==> src/rtl/core/rcwt_pkg.sv <==
// Package: widths, codes, result type and defaults for the wall column texturer.
`default_nettype none
package rcwt_pkg;

    localparam int W_COLOR   = 32;
    localparam int W_SH      = 12;
    localparam int W_TEX     = 13;
    localparam int W_ROW     = 12;
    localparam int W_LH      = 16;
    localparam int W_POS     = 26;
    localparam int W_RAY     = 19;
    localparam int W_OROW    = 11;
    localparam int W_TXY     = 12;
    localparam int W_ACC     = 32;
    localparam int W_OFF     = 18;
    localparam int W_OFF_MAG = 17;
    localparam int CFG_IDX_W = 3;

    localparam int MAX_SCREEN_ROWS_DEF = 2048;
    localparam int FRAC_BITS_DEF       = 16;
    localparam int MAX_TEX_SIZE_DEF    = 4096;

    localparam logic [W_SH-1:0]  SH_RESET  = 12'd1024;
    localparam logic [W_TEX-1:0] TEX_RESET = 13'd64;

    localparam logic [CFG_IDX_W-1:0] CFG_CEILING  = 3'd0;
    localparam logic [CFG_IDX_W-1:0] CFG_FLOOR    = 3'd1;
    localparam logic [CFG_IDX_W-1:0] CFG_SCREEN_H = 3'd2;
    localparam logic [CFG_IDX_W-1:0] CFG_TEX_W    = 3'd3;
    localparam logic [CFG_IDX_W-1:0] CFG_TEX_H    = 3'd4;

    localparam logic OP_SETUP = 1'b0;
    localparam logic OP_PIXEL = 1'b1;

    localparam logic [1:0] REGION_CEIL  = 2'd0;
    localparam logic [1:0] REGION_WALL  = 2'd1;
    localparam logic [1:0] REGION_FLOOR = 2'd2;
    localparam logic [1:0] REGION_NONE  = 2'd3;

    localparam logic [1:0] SIDE_N = 2'd0;
    localparam logic [1:0] SIDE_S = 2'd1;
    localparam logic [1:0] SIDE_W = 2'd2;
    localparam logic [1:0] SIDE_E = 2'd3;

    typedef struct packed {
        logic [W_OROW-1:0]  row;
        logic [1:0]         region;
        logic [W_COLOR-1:0] flat_color;
        logic [1:0]         texture_side;
        logic [W_TXY-1:0]   texel_x;
        logic [W_TXY-1:0]   texel_y;
        logic               texel_valid;
        logic               last_row;
    } t_result;

endpackage
`default_nettype wire

==> src/rtl/core/rcwt_div.sv <==
// Shared restoring divider: one quotient bit per cycle, left-aligned dividend.
`default_nettype none
module rcwt_div
    import rcwt_pkg::*;
#(
    parameter int DW = 46,
    parameter int VW = 16,
    localparam int NBW = $clog2(DW + 1)
)(
    input  wire logic           i_clk,
    input  wire logic           i_rst_n,
    input  wire logic           i_start,
    input  wire logic [DW-1:0]  i_dividend,
    input  wire logic [VW-1:0]  i_divisor,
    input  wire logic [NBW-1:0] i_nbits,
    output logic                o_done,
    output logic [DW-1:0]       o_quot,
    output logic [VW-1:0]       o_rem
);
    logic [DW-1:0]  r_dvd;
    logic [DW-1:0]  r_quo;
    logic [VW-1:0]  r_rem;
    logic [VW-1:0]  r_div;
    logic [NBW-1:0] r_cnt;
    logic           r_busy;
    logic           r_done;
    logic [VW:0]    trial;
    logic [VW:0]    diff;
    logic           ge;

    assign trial = {r_rem, r_dvd[DW-1]};
    assign ge    = trial >= {1'b0, r_div};
    assign diff  = trial - {1'b0, r_div};

    always_ff @(posedge i_clk) begin
        if (!i_rst_n) begin
            r_busy <= 1'b0;
            r_done <= 1'b0;
        end else begin
            r_done <= 1'b0;
            if (i_start) begin
                r_busy <= 1'b1;
            end else if (r_busy && r_cnt == NBW'(1)) begin
                r_busy <= 1'b0;
                r_done <= 1'b1;
            end
        end
    end

    always_ff @(posedge i_clk) begin
        if (i_start) begin
            r_dvd <= i_dividend;
            r_quo <= '0;
            r_rem <= '0;
            r_div <= i_divisor;
            r_cnt <= i_nbits;
        end else if (r_busy) begin
            r_dvd <= {r_dvd[DW-2:0], 1'b0};
            r_quo <= {r_quo[DW-2:0], ge};
            r_rem <= ge ? diff[VW-1:0] : trial[VW-1:0];
            r_cnt <= r_cnt - NBW'(1);
        end
    end

    assign o_done = r_done;
    assign o_quot = r_quo;
    assign o_rem  = r_rem;
endmodule
`default_nettype wire

==> config.mk <==
export PLATFORM = sky130hd
export DESIGN_NAME = rcwt_div
export DESIGN_NICKNAME = d
export VERILOG_FILES = /design/src/rtl/core/rcwt_pkg.sv /design/src/rtl/core/rcwt_div.sv
export SDC_FILE = /design/constraint.sdc
export NUM_CORES = 1
export LEC_CHECK = 0
export BUFFER_PORTS_ARGS = -buffer_cell sky130_fd_sc_hd__buf_2
export CAP_MARGIN = 10
export CORE_MARGIN = 3
export CORE_UTILIZATION = 54
export CTS_CLUSTER_SIZE = 14
export DETAILED_ROUTE_END_ITERATION = 16
export GPL_TIMING_DRIVEN = 0
export MAX_ROUTING_LAYER = met4
export PLACE_DENSITY = 0.8
export SLEW_MARGIN = 20
export SYNTH_ARGS = -nofsm -noshare
export SYNTH_HDL_FRONTEND = slang
export SYNTH_SLANG_ARGS = --single-unit
==> constraint.sdc <==
create_clock -name i_clk -period 2.8 [get_ports i_clk]
set_clock_uncertainty 0.05 [all_clocks]
set_input_delay 0.14 -clock i_clk [delete_from_list [all_inputs] [get_ports i_clk]]
set_output_delay 0.14 -clock i_clk [all_outputs]
set_load 0.05 [all_outputs]
==> results_dict.tcl <==
set metrics [dict create \
    pin_count 134 \
    synth_commonest_cells "edfxtp_1, dfxtp_1, nor2_1" \
    drt_iter0_drc 234 \
    cp_slowest_cell "edfxtp_1" \
    synth.area.top_cells "edfxtp_1, dfxtp_1, mux2i_1" \
    reg2reg_depth 10 \
    leakagePower_nw 3.55 \
    die_y_um 111 \
    status "finished, final reports clean" \
    required_ns 3.16 \
    crit_family "compound AO/OA/AOI/OAI gates" \
    setup_viol 0 \
    ys_ff_latch 132 \
    ys.warnings.count 0 \
    path_cells "inv_1 -> ha_1 -> fa_1 -> nor2b_1 -> o31a_1 -> nand2b_1 -> a31oi_1 -> mux2i_1 -> nor4_1 -> o211ai_1" \
    clk_pin_slew_ns 0.07 \
    antenna_found_initial 0 \
    drv_slew 0 \
    layout.cells.non_filler 879 \
    cp.depth 10 \
    clock-root-buffer "clkbuf_8" \
    synth_edf_count 68 \
    track_usage 0.253 \
    grt_pass1_wl_um 24100 \
    p_total_mw 4.81 \
    drc 0 \
    synth.avg_cell_area_um2 11.7 \
    cts.sinks 132 \
    yosys.area.top_type "edfxtp_1" \
    via_per_inst 5.33 \
    worstMarginPinSlew_ns 0.823 \
    critPathKind "reg2reg" \
    pre_cts_ws_ns 0.333 \
    clk_path_buf_depth 2 \
    syn_area_um2 5960 \
    powerDensity_nw_per_um2 600 \
    synth_seq_area_share 0.558 \
    grt_overflow_total 0 \
    insertion_delay_ns 0.54 \
    wl_per_cell_um 16.9 \
    dpl.cell_count 777 \
    vdd_drop_max_mv 0.562 \
    drv_cap 0 \
    die-width_um 111 \
    period_share 0.905 \
    synth_cell_types 53 \
    final_area_um2 8020 \
    yosysMostFrequentCell "edfxtp_1" \
    ys.flop_type "edfxtp_1" \
    syn2layout_area_growth_pct 34.6 \
    ant_nets 0 \
    grt_max_degree 30 \
    portBuffers 133 \
    syn_inst 507 \
    crit_fanout 4 \
    holdPathStages 2 \
    core_area_um2 10500 \
    gp_congestion 0.881 \
    layout-drive-gt1-share 0.292 \
    rsz0062_at_grt "false" \
    nets 820 \
    cts-buffers-inserted 17 \
    post_cts_resized 0 \
    synthDominantCellAreaShare 0.343 \
    mappedNetlistNets 597 \
    place_area_um2 6810 \
    setup_ws_ns 0.266 \
    slowest_delay_ns 0.40 \
    vias 4682 \
    hold_path.class "in2reg" \
    async_reset_ff_frac 0 \
    worstPathArrival_ns 2.89 \
    dieArea_um2 12300 \
    dp_hpwl_um 9450 \
    initial_core_util 0.567 \
    cp-end-kind "register" \
    final_core_util 0.763 \
    start_kind "register" \
    grt_pass1_vias 4890 \
    row_count 37 \
    fmax_ghz 0.395 \
    period_needed_ns 2.53 \
    hold_viol_final 0 \
    cts.htree.levels 4 \
    first_pass_iters 4 \
    relSlewSlack 0.450 \
    antennaDiodeCount 0 \
    crit_buf_inv 1 \
    cts_tree "yes" \
    wl_um 14800 \
]
## stage by stage
stage / hold WS, ns / setup TNS (ns)
detailed placement: 0.268 / 0
global route: 0.258 / 0
CTS: 0.227 / 0
global placement: 0.269 / -21.62
floorplan: 0.189 / 0
finish: 0.264 / 0
## where the power goes
group          switching (mW)  total (mW)  internal (mW)
combinational           0.346       0.660          0.314
clock                   0.821        1.92           1.10
sequential             0.0542        2.23           2.17
total                    1.22        4.81           3.59
## cell families after synthesis
family,after synthesis,synth area share
fa+ha+maj,19,0.0412
simple gates,124,0.0950
mux,98,0.174
xor+xnor,13,0.0191
compound gates,72,0.0788
buf+inv,49,0.0336
flops,132,0.558
## cells in the final DEF, fill, tap and decap left out, drive strengths merged, types with 6 or more instances in the layout
cell type    netlist  final
buf                8    142
nand2             26     26
ha                18     18
clkinv             0      7
dfxtp             64     64
edfxtp            68     68
dlygate4sd3        0     70
mux2              46     46
a21oi             16     16
nand2b             6      6
clkbuf            18     40
mux2i             52     52
nor2              63     63
inv               23     25
o21ai             24     24
xnor2              8      8
## repair_timing
action | 4_1_cts | 5_1_grt
hold endpoints to repair | 79 | 0
hold buffers | 70 | 0
buffers inserted | 0 | 0
## area by class of cell
cell class,instances,area [µm²]
plain buffers,26,114
clock buffers,22,443
clock inverters,10,61.3
fillers,659,2490
inverters,23,86.3
multi-input cells,326,2430
flip-flops and latches,132,3320
well taps,136,170
repair buffers,204,1390
## worst reg2reg max path: stages (launching register included)
cell	delay, ns
edfxtp_1	0.40
inv_1	0.08
ha_1	0.18
fa_1	0.22
nor2b_1	0.07
o31a_1	0.29
nand2b_1	0.17
a31oi_1	0.36
mux2i_1	0.13
nor4_1	0.34
o211ai_1	0.12
## routing by layer
| metal | GRT usage | vias up | wire, µm |
|---|---|---|---|
| met3 | 0.0688 | 35 | 785 |
| li1 | - | 2271 | - |
| met2 | 0.429 | 150 | 7610 |
| met1 | 0.290 | 2226 | 6140 |
| met4 | 0.0884 | 0 | 305 |
| met5 | - | - | 0 |
## sequential cells by signal (all words and copies together) (netlist names)
| register | count |
|---|---|
| o_quot | 46 |
| r_dvd | 46 |
| o_rem | 16 |
| r_div | 16 |
| r_cnt | 6 |
| o_done | 1 |
| r_busy | 1 |
## final timing paths
check,end,slack [ns],startpoint
max,o_rem[14]$_SDFFE_PP0P_,0.27,r_dvd[45]$_DFFE_PP_
max reg2reg,o_rem[14]$_SDFFE_PP0P_,0.27,r_dvd[45]$_DFFE_PP_
min reg2reg,o_quot[0]$_SDFFE_PP0P_,0.44,o_quot[0]$_SDFFE_PP0P_
min,r_div[14]$_DFFE_PP_,0.26,i_divisor[14]
(Power assumes the default switching activity.)
